==> config.mk <==
export PLATFORM = sky130hd
export DESIGN_NAME = periodic_task_tick_scheduler_core
export DESIGN_NICKNAME = d
export VERILOG_FILES = /design/src/design/ptts_pkg.sv /design/src/design/periodic_task_tick_scheduler_core.sv /design/src/design/ptts_mod.sv
export SDC_FILE = /design/constraint.sdc
export NUM_CORES = 1
export LEC_CHECK = 0
export ABC_AREA = 1
export BUFFER_PORTS_ARGS = -buffer_cell sky130_fd_sc_hd__buf_2
export CORE_MARGIN = 3
export CORE_UTILIZATION = 51
export CTS_CLUSTER_DIAMETER = 40
export DETAILED_ROUTE_END_ITERATION = 16
export PLACE_DENSITY = 0.66
export SYNTH_ARGS = -nofsm -noshare
export SYNTH_HDL_FRONTEND = slang
export SYNTH_SLANG_ARGS = --single-unit
==> constraint.sdc <==
create_clock -name i_clk -period 7.2 [get_ports i_clk]
set_input_delay 1.08 -clock i_clk [delete_from_list [all_inputs] [get_ports i_clk]]
set_output_delay 1.08 -clock i_clk [all_outputs]
set_load 0.02 [all_outputs]
==> src/design/ptts_pkg.sv <==
// Shared types and constants of the periodic task tick scheduler.
package ptts_pkg;

    localparam int TICK_W      = 16;
    localparam int SLOT_W      = 3;
    localparam int MODE_W      = 3;
    localparam int MOD_CNT_W   = 4;
    localparam int TASK_SLOTS_DEFAULT = 8;

    localparam logic [MODE_W-1:0] MODE_TICK    = 3'd0;
    localparam logic [MODE_W-1:0] MODE_CREATE  = 3'd1;
    localparam logic [MODE_W-1:0] MODE_DELETE  = 3'd2;
    localparam logic [MODE_W-1:0] MODE_SUSPEND = 3'd3;
    localparam logic [MODE_W-1:0] MODE_RESUME  = 3'd4;

    localparam logic KIND_DUE    = 1'b0;
    localparam logic KIND_STATUS = 1'b1;

    localparam logic STATUS_OK  = 1'b0;
    localparam logic STATUS_REJ = 1'b1;

    typedef struct packed {
        logic [MODE_W-1:0] mode;
        logic [SLOT_W-1:0] slot;
        logic [TICK_W-1:0] period;
    } t_in_item;

    typedef struct packed {
        logic              kind;
        logic [SLOT_W-1:0] due_slot;
        logic [TICK_W-1:0] tick_value;
        logic              status;
        logic              last;
    } t_out_item;

    typedef enum logic [2:0] {
        S_IDLE,
        S_SCAN,
        S_READ,
        S_DIV,
        S_PUSH,
        S_FLUSH
    } t_state;

endpackage

==> src/design/periodic_task_tick_scheduler_core.sv <==
// Top level of the periodic task tick scheduler: slot table, sequencer, output stage.
//
//  Channel | Direction | Handshake               | Payload
//  in      | input     | i_in_valid / o_in_stall  | i_in_item  (t_in_item)
//  out     | output    | o_out_valid / i_out_stall| o_out_item (t_out_item)
//
// A command passes from S_IDLE through S_FLUSH and yields one status transaction.
// A tick walks all slots; each live slot goes through the registered period memory
// read and, for a nonzero period, the 16-step remainder unit.
// Reset clears the tick counter and all present and running flags at once.
// A stalled output holds the sequencer when a second due result is ready and
// at the end of each transaction while its final result still waits.
module periodic_task_tick_scheduler_core
    import ptts_pkg::*;
#(
    parameter int TASK_SLOTS = TASK_SLOTS_DEFAULT
) (
    input  logic      i_clk,
    input  logic      i_rst_n,
    input  logic      i_in_valid,
    output logic      o_in_stall,
    input  t_in_item  i_in_item,
    output logic      o_out_valid,
    input  logic      i_out_stall,
    output t_out_item o_out_item
);

    localparam int IDX_W = (TASK_SLOTS > 1) ? $clog2(TASK_SLOTS) : 1;
    localparam logic [IDX_W-1:0] LAST_IDX = IDX_W'(TASK_SLOTS - 1);

    t_state                r_state, n_state;
    logic [TICK_W-1:0]     r_tick;
    logic [IDX_W-1:0]      r_idx;
    logic [TASK_SLOTS-1:0] r_present;
    logic [TASK_SLOTS-1:0] r_running;
    logic [TICK_W-1:0]     r_mem [TASK_SLOTS];
    logic [TICK_W-1:0]     r_rd_data;
    t_out_item             r_pend;
    logic                  r_pend_v;
    t_out_item             r_out;
    logic                  r_out_valid;

    logic              w_accept;
    logic              w_out_free;
    logic              w_elig;
    logic              w_last_idx;
    logic              w_hit;
    logic              w_slot_ok;
    logic [IDX_W-1:0]  w_cmd_idx;
    logic              w_cmd_ok;
    logic              w_mod_done;
    logic [TICK_W-1:0] w_mod_rem;
    t_out_item         w_out_nxt;

    logic c_start_mod;
    logic c_adv;
    logic c_pend_load;
    logic c_out_load;
    logic c_out_last;
    logic c_pend_clr;

    assign w_accept   = i_in_valid && (r_state == S_IDLE);
    assign w_out_free = !r_out_valid || !i_out_stall;
    assign w_elig     = r_present[r_idx] && r_running[r_idx];
    assign w_last_idx = r_idx == LAST_IDX;
    assign w_hit      = w_mod_rem == '0;
    assign w_slot_ok  = {{(32-SLOT_W){1'b0}}, i_in_item.slot} < 32'(TASK_SLOTS);
    assign w_cmd_idx  = IDX_W'(i_in_item.slot);

    always_comb begin
        w_cmd_ok = 1'b0;
        if (w_slot_ok) begin
            unique case (i_in_item.mode)
                MODE_CREATE:  w_cmd_ok = !r_present[w_cmd_idx];
                MODE_DELETE,
                MODE_SUSPEND,
                MODE_RESUME:  w_cmd_ok = 1'b1;
                default:      w_cmd_ok = 1'b0;
            endcase
        end
    end

    ptts_mod u_mod (
        .i_clk      (i_clk),
        .i_rst_n    (i_rst_n),
        .i_start    (c_start_mod),
        .i_dividend (r_tick),
        .i_divisor  (r_rd_data),
        .o_done     (w_mod_done),
        .o_rem      (w_mod_rem)
    );

    always_comb begin
        n_state = r_state;
        unique case (r_state)
            S_IDLE: begin
                if (i_in_valid) begin
                    n_state = (i_in_item.mode == MODE_TICK) ? S_SCAN : S_FLUSH;
                end
            end
            S_SCAN: begin
                if (w_elig) begin
                    n_state = S_READ;
                end else if (w_last_idx) begin
                    n_state = S_FLUSH;
                end
            end
            S_READ: begin
                if (r_rd_data != '0) begin
                    n_state = S_DIV;
                end else begin
                    n_state = w_last_idx ? S_FLUSH : S_SCAN;
                end
            end
            S_DIV: begin
                if (w_mod_done) begin
                    n_state = S_PUSH;
                end
            end
            S_PUSH: begin
                if (!(w_hit && r_pend_v && !w_out_free)) begin
                    n_state = w_last_idx ? S_FLUSH : S_SCAN;
                end
            end
            S_FLUSH: begin
                if (!r_pend_v || w_out_free) begin
                    n_state = S_IDLE;
                end
            end
            default: n_state = S_IDLE;
        endcase
    end

    always_comb begin
        c_start_mod = 1'b0;
        c_adv       = 1'b0;
        c_pend_load = 1'b0;
        c_out_load  = 1'b0;
        c_out_last  = 1'b0;
        c_pend_clr  = 1'b0;
        unique case (r_state)
            S_SCAN: begin
                c_adv = !w_elig && !w_last_idx;
            end
            S_READ: begin
                c_start_mod = r_rd_data != '0;
                c_adv       = (r_rd_data == '0) && !w_last_idx;
            end
            S_PUSH: begin
                if (!(w_hit && r_pend_v && !w_out_free)) begin
                    c_adv       = !w_last_idx;
                    c_pend_load = w_hit;
                    c_out_load  = w_hit && r_pend_v;
                end
            end
            S_FLUSH: begin
                c_out_last = 1'b1;
                c_out_load = r_pend_v && w_out_free;
                c_pend_clr = w_out_free;
            end
            default: begin
            end
        endcase
    end

    always_comb begin
        w_out_nxt      = r_pend;
        w_out_nxt.last = c_out_last;
    end

    always_ff @(posedge i_clk) begin
        if (!i_rst_n) begin
            r_state     <= S_IDLE;
            r_tick      <= '0;
            r_idx       <= '0;
            r_present   <= '0;
            r_running   <= '0;
            r_pend_v    <= 1'b0;
            r_out_valid <= 1'b0;
        end else begin
            r_state <= n_state;
            if (c_out_load) begin
                r_out_valid <= 1'b1;
            end else if (!i_out_stall) begin
                r_out_valid <= 1'b0;
            end
            if (w_accept) begin
                r_idx <= '0;
                if (i_in_item.mode == MODE_TICK) begin
                    r_tick <= r_tick + 1'b1;
                end else begin
                    r_pend_v <= 1'b1;
                    if (w_cmd_ok) begin
                        unique case (i_in_item.mode)
                            MODE_CREATE: begin
                                r_present[w_cmd_idx] <= 1'b1;
                                r_running[w_cmd_idx] <= 1'b1;
                            end
                            MODE_DELETE:  r_present[w_cmd_idx] <= 1'b0;
                            MODE_SUSPEND: r_running[w_cmd_idx] <= 1'b0;
                            MODE_RESUME:  r_running[w_cmd_idx] <= 1'b1;
                            default: begin
                            end
                        endcase
                    end
                end
            end else begin
                if (c_adv) begin
                    r_idx <= r_idx + 1'b1;
                end
                if (c_pend_load) begin
                    r_pend_v <= 1'b1;
                end else if (c_pend_clr) begin
                    r_pend_v <= 1'b0;
                end
            end
        end
    end

    always_ff @(posedge i_clk) begin
        if (w_accept && (i_in_item.mode == MODE_CREATE) && w_cmd_ok) begin
            r_mem[w_cmd_idx] <= i_in_item.period;
        end
        r_rd_data <= r_mem[r_idx];
    end

    always_ff @(posedge i_clk) begin
        if (w_accept) begin
            r_pend.kind       <= KIND_STATUS;
            r_pend.due_slot   <= i_in_item.slot;
            r_pend.tick_value <= r_tick;
            r_pend.status     <= w_cmd_ok ? STATUS_OK : STATUS_REJ;
            r_pend.last       <= 1'b1;
        end else if (c_pend_load) begin
            r_pend.kind       <= KIND_DUE;
            r_pend.due_slot   <= SLOT_W'(r_idx);
            r_pend.tick_value <= r_tick;
            r_pend.status     <= STATUS_OK;
            r_pend.last       <= 1'b0;
        end
        if (c_out_load) begin
            r_out <= w_out_nxt;
        end
    end

    assign o_in_stall  = r_state != S_IDLE;
    assign o_out_valid = r_out_valid;
    assign o_out_item  = r_out;

endmodule

==> src/design/ptts_mod.sv <==
// Bit-serial remainder unit: one restoring division step per cycle.
module ptts_mod
    import ptts_pkg::*;
(
    input  logic              i_clk,
    input  logic              i_rst_n,
    input  logic              i_start,
    input  logic [TICK_W-1:0] i_dividend,
    input  logic [TICK_W-1:0] i_divisor,
    output logic              o_done,
    output logic [TICK_W-1:0] o_rem
);

    logic                 r_busy;
    logic                 r_done;
    logic [MOD_CNT_W-1:0] r_cnt;
    logic [TICK_W-1:0]    r_num;
    logic [TICK_W-1:0]    r_den;
    logic [TICK_W-1:0]    r_rem;
    logic [TICK_W:0]      w_shift;
    logic                 w_ge;
    logic [TICK_W:0]      w_diff;

    assign w_shift = {r_rem, r_num[TICK_W-1]};
    assign w_ge    = w_shift >= {1'b0, r_den};
    assign w_diff  = w_shift - {1'b0, r_den};

    always_ff @(posedge i_clk) begin
        if (!i_rst_n) begin
            r_busy <= 1'b0;
            r_done <= 1'b0;
            r_cnt  <= '0;
        end else begin
            r_done <= 1'b0;
            if (i_start) begin
                r_busy <= 1'b1;
                r_cnt  <= '0;
            end else if (r_busy) begin
                r_cnt <= r_cnt + 1'b1;
                if (r_cnt == {MOD_CNT_W{1'b1}}) begin
                    r_busy <= 1'b0;
                    r_done <= 1'b1;
                end
            end
        end
    end

    always_ff @(posedge i_clk) begin
        if (i_start) begin
            r_num <= i_dividend;
            r_den <= i_divisor;
            r_rem <= '0;
        end else if (r_busy) begin
            r_num <= {r_num[TICK_W-2:0], 1'b0};
            r_rem <= w_ge ? w_diff[TICK_W-1:0] : w_shift[TICK_W-1:0];
        end
    end

    assign o_done = r_done;
    assign o_rem  = r_rem;

endmodule

After elaboration in Yosys (flattened, before gate mapping)

Memories as Yosys holds them, arrays and structs flattened. A register that Yosys moved wholly into a read port is not among the register bits.
Index checks and enable logic that the tools add are counted.

Memories kept: 1
Bits in writable memories: 128
Bits in latches: 0
Word-level logic and storage cells: 145
Bits in read-only memories: 0
Register bits after elaboration: 137
Bits of input ports: 26

$add $sub $neg: 4
Shift operators: 0
Equality and inequality tests: 18
Reduce and logical (&&, ||, !) cells: 40
Div/mod/pow operators: 0
Order comparisons: 4
Multipliers: 0
Mux-type cells: 48
Bitwise logic cells: 8

Memories:

| name  | words | width | rd ports | clocked after Yosys merged registers in | write ports | RTL line                                | RTL |
|---|---|---|---|---|---|---|---|
| r_mem | 8     | 16    | 1        | 1                                       | 1           | periodic_task_tick_scheduler_core.sv:36 | `logic [TICK_W-1:0] r_mem [TASK_SLOTS];` |

Operator list:

| cell                                                                  | count |
|---|---|
| 16-bit 2-to-1 mux                                                     | 3 |
| 21-bit 2-to-1 mux                                                     | 2 |
| 16-bit zero test                                                      | 2 |
| 8-bit case mux with 2 select lines                                    | 2 |
| 3-bit 2-to-1 mux                                                      | 9 |
| 1-bit 2-to-1 mux                                                      | 24 |
| 3-bit case mux with 6 select lines                                    | 1 |
| 17-bit by 16-bit >= comparator with 1-bit output                      | 1 |
| 16-bit by 1-bit adder with 16-bit output (second input constant)      | 1 |
| 8-bit AND                                                             | 2 |
| 8-bit OR                                                              | 2 |
| 16-bit nonzero test                                                   | 1 |
| 16-bit subtractor                                                     | 1 |
| 3-bit by 2-bit == test with 1-bit output (second input constant)      | 4 |
| 3-bit == test (second input constant)                                 | 4 |
| 1-bit logical AND                                                     | 10 |
| 1-bit binary-select mux with 3-bit select                             | 3 |
| 3-bit by 4-bit < comparator with 1-bit output (second input constant) | 2 |
| 2-bit != test (second input constant)                                 | 4 |
| 8-bit NOT                                                             | 1 |
| 4-bit AND reduction                                                   | 2 |
| 2-bit nonzero test                                                    | 4 |
| 1-bit zero test                                                       | 7 |
| 3-bit by 1-bit == test with 1-bit output (second input constant)      | 2 |
| 17 further kinds                                                      | 28 |

Depth between registers and ports, before layout

Gate-level depths: netlist (run 1).

Depth after elaboration: 8
Mapped depth: 15
Gate-level depth less buffers: 15

Hierarchy

A second synthesis (run 1) with hierarchy kept.

Cells, all modules: 1351
Area total of the unflattened synthesis: 12687.2 sq um

Modules (own cells, without submodules):

| module                            | area an instance (sq um) | instances | seq. area each (sq um) | cells each |
|---|---|---|---|---|
| periodic_task_tick_scheduler_core | 9330.2                   | 1         | 6246.0                 | 905 |
| ptts_mod                          | 3357.0                   | 1         | 1401.3                 | 446 |

Worst setup path after synthesis (run 1)

OpenSTA, ideal clock, no wires.

Path kind: input -> register
Start: in i_in_item[16] (netlist bit)
End: mem r_mem[0][0] (enable)
Path slack: 4.112 ns
Data arrival time: 2.700 ns
Data required time: 6.812 ns
Path buffers: 1
Setup time: 0.388 ns
Stages: 9
Cells stage by stage: buf_4 -> inv_1 -> nand3_2 -> nor2_1 -> nor2_1 -> nand3_2 -> nand2_4 -> nand3_1 -> nor2_1

Word-level cells in the longest chain between the ends: 7

RTL lines:

| element                                   | RTL line                                 | RTL |
|---|---|---|
| start, declared                           | periodic_task_tick_scheduler_core.sv:22  | `input t_in_item i_in_item,` |
| 1-bit binary-select mux with 3-bit select | periodic_task_tick_scheduler_core.sv:74  | `MODE_CREATE: w_cmd_ok = !r_present[w_cmd_idx];` |
| 1-bit 2-to-1 mux (not written as such)    | periodic_task_tick_scheduler_core.sv:74  |  |
| 1-bit zero test                           | periodic_task_tick_scheduler_core.sv:74  |  |
| 1-bit case mux with 2 select lines        | periodic_task_tick_scheduler_core.sv:73  | `unique case (i_in_item.mode)` |
| 1-bit logical AND                         | periodic_task_tick_scheduler_core.sv:221 | `if (w_accept && (i_in_item.mode == MODE_CREATE) && w_cmd_ok) begin` |
| 1-bit 2-to-1 mux                          | periodic_task_tick_scheduler_core.sv:221 |  |
| 1-bit 2-to-1 mux (not written as such)    | periodic_task_tick_scheduler_core.sv:222 | `r_mem[w_cmd_idx] <= i_in_item.period;` |
| end, declared                             | periodic_task_tick_scheduler_core.sv:36  |  |

Parallel ways exist; a longest one is shown, timed or not. The select of a mux whose other input is x is not followed.

Worst setup path after layout (run 1)

Start: reg r_rd_data[9] (read register of r_mem)
End: reg u_mod.r_num[5] (enable)

Word-level cells in the longest chain between the ends: 3

RTL lines:

| element                      | RTL line                                 | RTL |
|---|---|---|
| start, declared              | periodic_task_tick_scheduler_core.sv:37  | `logic [TICK_W-1:0] r_rd_data;` |
| 16-bit nonzero test          | periodic_task_tick_scheduler_core.sv:146 | `c_start_mod = r_rd_data != '0;` |
| 1-bit 2-to-1 mux             | periodic_task_tick_scheduler_core.sv:141 | `unique case (r_state)` |
| named net c_start_mod        | periodic_task_tick_scheduler_core.sv:55  | `logic c_start_mod;` |
| 2-bit nonzero test (no line) | --                                       |  |
| end signal, assigned         | ptts_mod.sv:50                           | `r_num <= i_dividend;` |
| end signal, assigned         | ptts_mod.sv:54                           | `r_num <= {r_num[TICK_W-2:0], 1'b0};` |
| end, declared                | ptts_mod.sv:17                           | `logic [TICK_W-1:0] r_num;` |

The timed path passes the listed nets, and every way through them passes these cells.
A chain may end at the register's enable or synchronous reset.

==> flow_summary.toml, run 1 <==
[power_and_ir_drop]
peakVddDrop_v = 0.000203
powerDensity_mw_per_mm2 = 343
p_leak_uw = 0.00569
finalPower_uw = 4870

[placement]
dp_cells = 1623
place_hpwl_mm = 17.2
io_buffers = 49
place_area_sq_mm = 0.0129
place.gp.congestion = 0.868

[timing]
hold_viol = 0
tightest_slew_ns = 1.22
max_slew_margin = 0.186
finalCritPeriodShare = 0.454
slew_viol_final = 0
fmax_ghz = 0.306
finalCriticalPeriod_ns = 3.27
rsz0062_at_grt = "false"
skew_ns = 0.0128
setup_tns_ns = 0
setup_viol = 0

[grt]
grt_usage = 0.202
grt_pass1_vias = 8448
grt_max_degree = 72
grt_pass1_wl_mm = 42.9
grt_antenna_before_repair = 0
grt_overflow = 0

[die]
core_sq_mm = 0.0237
die_x_um = 162
rows = 56
fp.dieH_um = 162
dieArea_sq_mm = 0.0263
initial_core_util = 0.524
pin_count = 50

[setup_path]
reg2reg_to = "u_mod.r_num[5]"
criticalPathCategory = "register to register"
cp_slowest_cell = "nor2_2"
reg2reg_from = "r_rd_data[9]"
cp_max_fo = 35
cp_num_buf_inv = 2
cp-end-kind = "register"
critPathMaxStageDelay_ns = 0.75
r2r_slack_ns = 3.93
cp-startpoint = "r_rd_data[9]"
crit_chain = "nor2_1 -> nand2_1 -> nor2_1 -> nand2_1 -> nand2_2 -> inv_1 -> nor2_2 -> inv_1"
cp.arrival_ns = 3.41
worst_setup_path_start_kind = "register"
cp_top_family = "simple AND/OR/NAND/NOR gates"
cp.required_ns = 7.34
r2r_cells = 8

[cts]
cts_buffer_depth = 3
cts_max_level = 2
cts_root_buffer = "clkbuf_16"
post-cts-setup-buffers = 0
cts_made_buffers = 38
cts_sinks = 281
hold_buffers = 0
postCtsResizedCells = 0
cts.clk_slew.worst_paths_ns = 0.06
insertion_delay_ns = 0.52
cts_tree = "done"

[logic_synthesis]
synth_seq_cells = 281
avgSynthCellArea_sq_um = 9.64
yosysWarningCount = 0
synthTopCellsByArea = "edfxtp_1 (49%), dfxtp_1 (13%), nand2_1 (7.2%)"
synth_cells = 1288
netlist_area_sq_mm = 0.0124
synth_top_area_cell = "edfxtp_1"
synth_top_area_frac = 0.488
synth_fp_nets = 1335
yosysUniqueCellTypes = 41
yosysSeqAreaShare = 0.616

[drt]
initialDrtViolationCount = 690
drt-pass1-iter-count = 5
via_per_inst = 5.23
drt-total-wl_mm = 26.3
dr_total_vias = 8856
postRouteAntennaNets = 0
wl_per_cell_um = 15.5
drc = 0

[cells_and_area]
finalCoreUtilization = 0.600
drive_gt1_frac = 0.123
num-nets-final = 1391
layout_common_cells = "nand2_1 (239), nor2_1 (229), edfxtp_1 (202)"
syn2layout_area_growth_pct = 14.4
final_cell_area_sq_mm = 0.0142
diodes = 0
fillerInstances = 2083
stdcell_count = 1692
layout_commonest_cell = "nand2_1"

[min_path]
worst_hold_path_type = "register to register"
min_path_cells = 0
hp-start = "r_pend[18]"
min_to = "o_out_item[18]"

[run_status]
status = "finished clean"

[job]
drv_cap = 0
==> synth_stat cells (all sizes together) <==
cell     number
clkinv        2
o21ai        90
nor4          1
a21oi        32
xnor2         6
nor2        237
nand3        79
nor3         28
o2111ai       1
fa            1
nand3b       19
o22ai        17
nor3b         2
and2          1
buf          23
clkbuf       21
xor2          7
nand2       251
o31ai         1
dfxtp        79
ha           20
o21a          2
inv         133
edfxtp      202
nand4        17
a31oi        16
==> kinds of logic after synthesis <==
logic type      Yosys count  share of synthesized area
simple gates            635                      0.224
flops                   281                      0.616
buf+inv                 179                     0.0596
compound gates          159                     0.0697
fa+ha+maj                21                     0.0218
xor+xnor                 13                    0.00917
==> layout make-up <==
cell class	instances	area [sq um]	area share
multi-input cells	828	4040	0.284
clock inverters	28	318	0.0224
flip-flops and latches	281	7650	0.538
repair buffers	60	328	0.0231
well taps	319	399	0.0281
clock buffers	41	972	0.0684
inverters	135	507	0.0357
==> where the power goes <==
| part | internal (uW) | switching, uW | leakage (uW) |
|---|---|---|---|
| Clock | 1120 | 732 | 0.000626 |
| Combinational | 285 | 708 | 0.00258 |
| Sequential | 1960 | 66.2 | 0.00248 |
==> flip-flops by register name (all words and copies together) (netlist names), named ones only <==
| signal | flops |
|---|---|
| r_pend | 21 |
| u_mod.r_den | 16 |
| u_mod.r_num | 16 |
| u_mod.o_rem | 16 |
| r_tick | 16 |
| u_mod.r_cnt | 4 |
| r_mem | 128 |
| o_out_valid | 1 |
| r_state | 3 |
| r_idx | 3 |
| r_rd_data | 16 |
| r_pend_v | 1 |
| o_out_item | 22 |
| u_mod.o_done | 1 |
| u_mod.r_busy | 1 |
==> layer usage <==
layer	wire (um)	GRT usage	vias to the layer above
met3	1360	0.0316	59
met4	730	0.0655	0
met1	11700	0.283	4116
met2	12500	0.327	234
li1	-	-	4447
met5	0	0	-
==> how the worst max path moves through the flow <==
stage                endpoint  cells past startpoint
5_1_grt        u_mod.r_num[3]                      8
4_1_cts        u_mod.r_num[5]                      8
6_report       u_mod.r_num[5]                      8
3_3_place_gp     r_mem[3][10]                      9
3_5_place_dp     r_mem[3][10]                      9
2_1_floorplan     r_mem[0][0]                      9
==> metrics by stage <==
stage                     setup WS (ns)  hold slack [ns]
final                              3.93            0.417
after global routing               3.56            0.423
after CTS                          3.90            0.418
after detailed placement           3.48            0.405
after global placement             3.57            0.401
after floorplan                    4.11            0.400
(Power assumes the default switching activity.)
==> inputs of run 2 (changes only) <==
- clock period: 7.2 -> 3.3 ns (I/O delays scaled with it)
==> run 2 against run 1 <==
  * Clock power up 120%
  * Final cell count up 0.41%
  * Non-clock buffer count up 8
  * Critical endpoint is now r_pend[2]
==> flow_summary.toml, run 2 (synthesis gave the netlist of run 1 again) <==
[run_status]
status = "finished clean"

[grt]
grt_pass1_vias = 8406
grt_pass1_wl_mm = 42.1
grt_antenna_before_repair = 0
grt_max_degree = 70
grt_overflow = 0
grt_usage = 0.198

[power_and_ir_drop]
finalPower_uw = 10700
peakVddDrop_v = 0.000439
p_leak_uw = 0.00571
powerDensity_mw_per_mm2 = 748

[placement]
place.gp.congestion = 0.882
place_hpwl_mm = 16.9
dpl_worst_slack_ns = 0.771
io_buffers = 49

[timing]
rsz0062_at_grt = "false"
hold_viol = 0
fmax_ghz = 0.443
setup_viol = 0
skew_ns = 0.0203
finalCriticalPeriod_ns = 2.26
finalWorstSetupSlack_ns = 1.04
max_slew_margin = 0.520
finalCritPeriodShare = 0.684
tightest_slew_ns = 0.719
setup_tns_ns = 0
hold_slack_ns = 0.264
slew_viol_final = 0

[cells_and_area]
finalCoreUtilization = 0.602
fillerInstances = 2027
layout_commonest_cell = "nand2_1"
largest-register = "r_mem"
layout_common_cells = "nand2_1 (239), nor2_1 (229), edfxtp_1 (202)"
largest_reg_flops = 128
num-nets-final = 1399
diodes = 0
regArea_sq_mm = 0.00765
syn2layout_area_growth_pct = 14.8
drive_gt1_frac = 0.128
multiInputGateArea_sq_mm = 0.00404

[cts]
cts.clk_slew.worst_paths_ns = 0.06
cts_max_level = 2
hold_buffers = 0
cts_buffer_depth = 3
cts_sinks = 281
insertion_delay_ns = 0.51
cts_tree = "done"
postCtsResizedCells = 0
cts_made_buffers = 38
cts_root_buffer = "clkbuf_16"
post-cts-setup-buffers = 0

[setup_path]
crit_path_end = "r_pend[2]"
cp-startpoint = "u_mod.o_rem[9]"
cp.required_ns = 3.66
reg2reg_from = "u_mod.o_rem[9]"
r2r_slack_ns = 1.04
cp-end-kind = "register"
cp_max_fo = 22
worst_setup_path_start_kind = "register"
cp.arrival_ns = 2.62
r2r_cells = 7
criticalPathCategory = "register to register"
reg2reg_to = "r_pend[2]"

[drt]
drt-pass1-iter-count = 5
dr_total_vias = 8903
drt-total-wl_mm = 25.8
wl_per_cell_um = 15.2
initialDrtViolationCount = 714
via_per_inst = 5.24
postRouteAntennaNets = 0
drc = 0

[die]
rows = 56
dieArea_sq_mm = 0.0263
pin_count = 50
die_x_um = 162
initial_core_util = 0.524
core_sq_mm = 0.0237
fp.dieH_um = 162

[job]
drv_cap = 0

[min_path]
worst_hold_path_type = "primary input to register"
hp-start = "i_in_item[1]"
-- run 2: how the worst min path moves through the flow --
stage	slack, ns	cells after the start	end
after floorplan	0.40	0	o_out_item[10]
after global placement	0.40	0	o_out_item[14]
after detailed placement	0.40	0	o_out_item[20]
after CTS	0.25	1	r_mem[5][1]
after global routing	0.27	1	r_mem[0][5]
final	0.26	1	r_mem[5][1]
-- run 2: routing by layer --
layer / track usage / vias to the layer above / routed length, um / part of all wire
met5: 0 / - / 0 / 0
met4: 0.0523 / 0 / 496 / 0.019
met3: 0.0319 / 49 / 1420 / 0.055
met2: 0.324 / 231 / 12200 / 0.47
met1: 0.277 / 4156 / 11800 / 0.45
li1: - / 4467 / - / -
-- run 2: critical path, cell delays in order (launching register included) --
cell	delay (ns)
dfxtp_1	0.33
nor2_1	0.12
nand2_1	0.10
nor2_1	0.32
o2111ai_2	0.29
nand2_2	0.51
inv_2	0.27
nor2_1	0.16
-- run 2: layout make-up --
class / count / area share
clock buffer: 40 / 0.0687
clock inverter: 28 / 0.0214
sequential: 281 / 0.536
multi-input combinational: 828 / 0.283
tap: 319 / 0.0280
inverter: 135 / 0.0355
timing repair buffer: 68 / 0.0272
-- run 2: metrics by stage --
stage	cell area [sq um]	std cells
after detailed placement	13000	1631
after global placement	13000	1631
after global routing	14300	1699
after floorplan	12400	1288
final	14300	1699
after CTS	14300	1699
-- run 2: where the power goes --
part / switching (uW) / internal, uW
registers: 150 / 4280
logic: 1530 / 637
clock network: 1560 / 2510
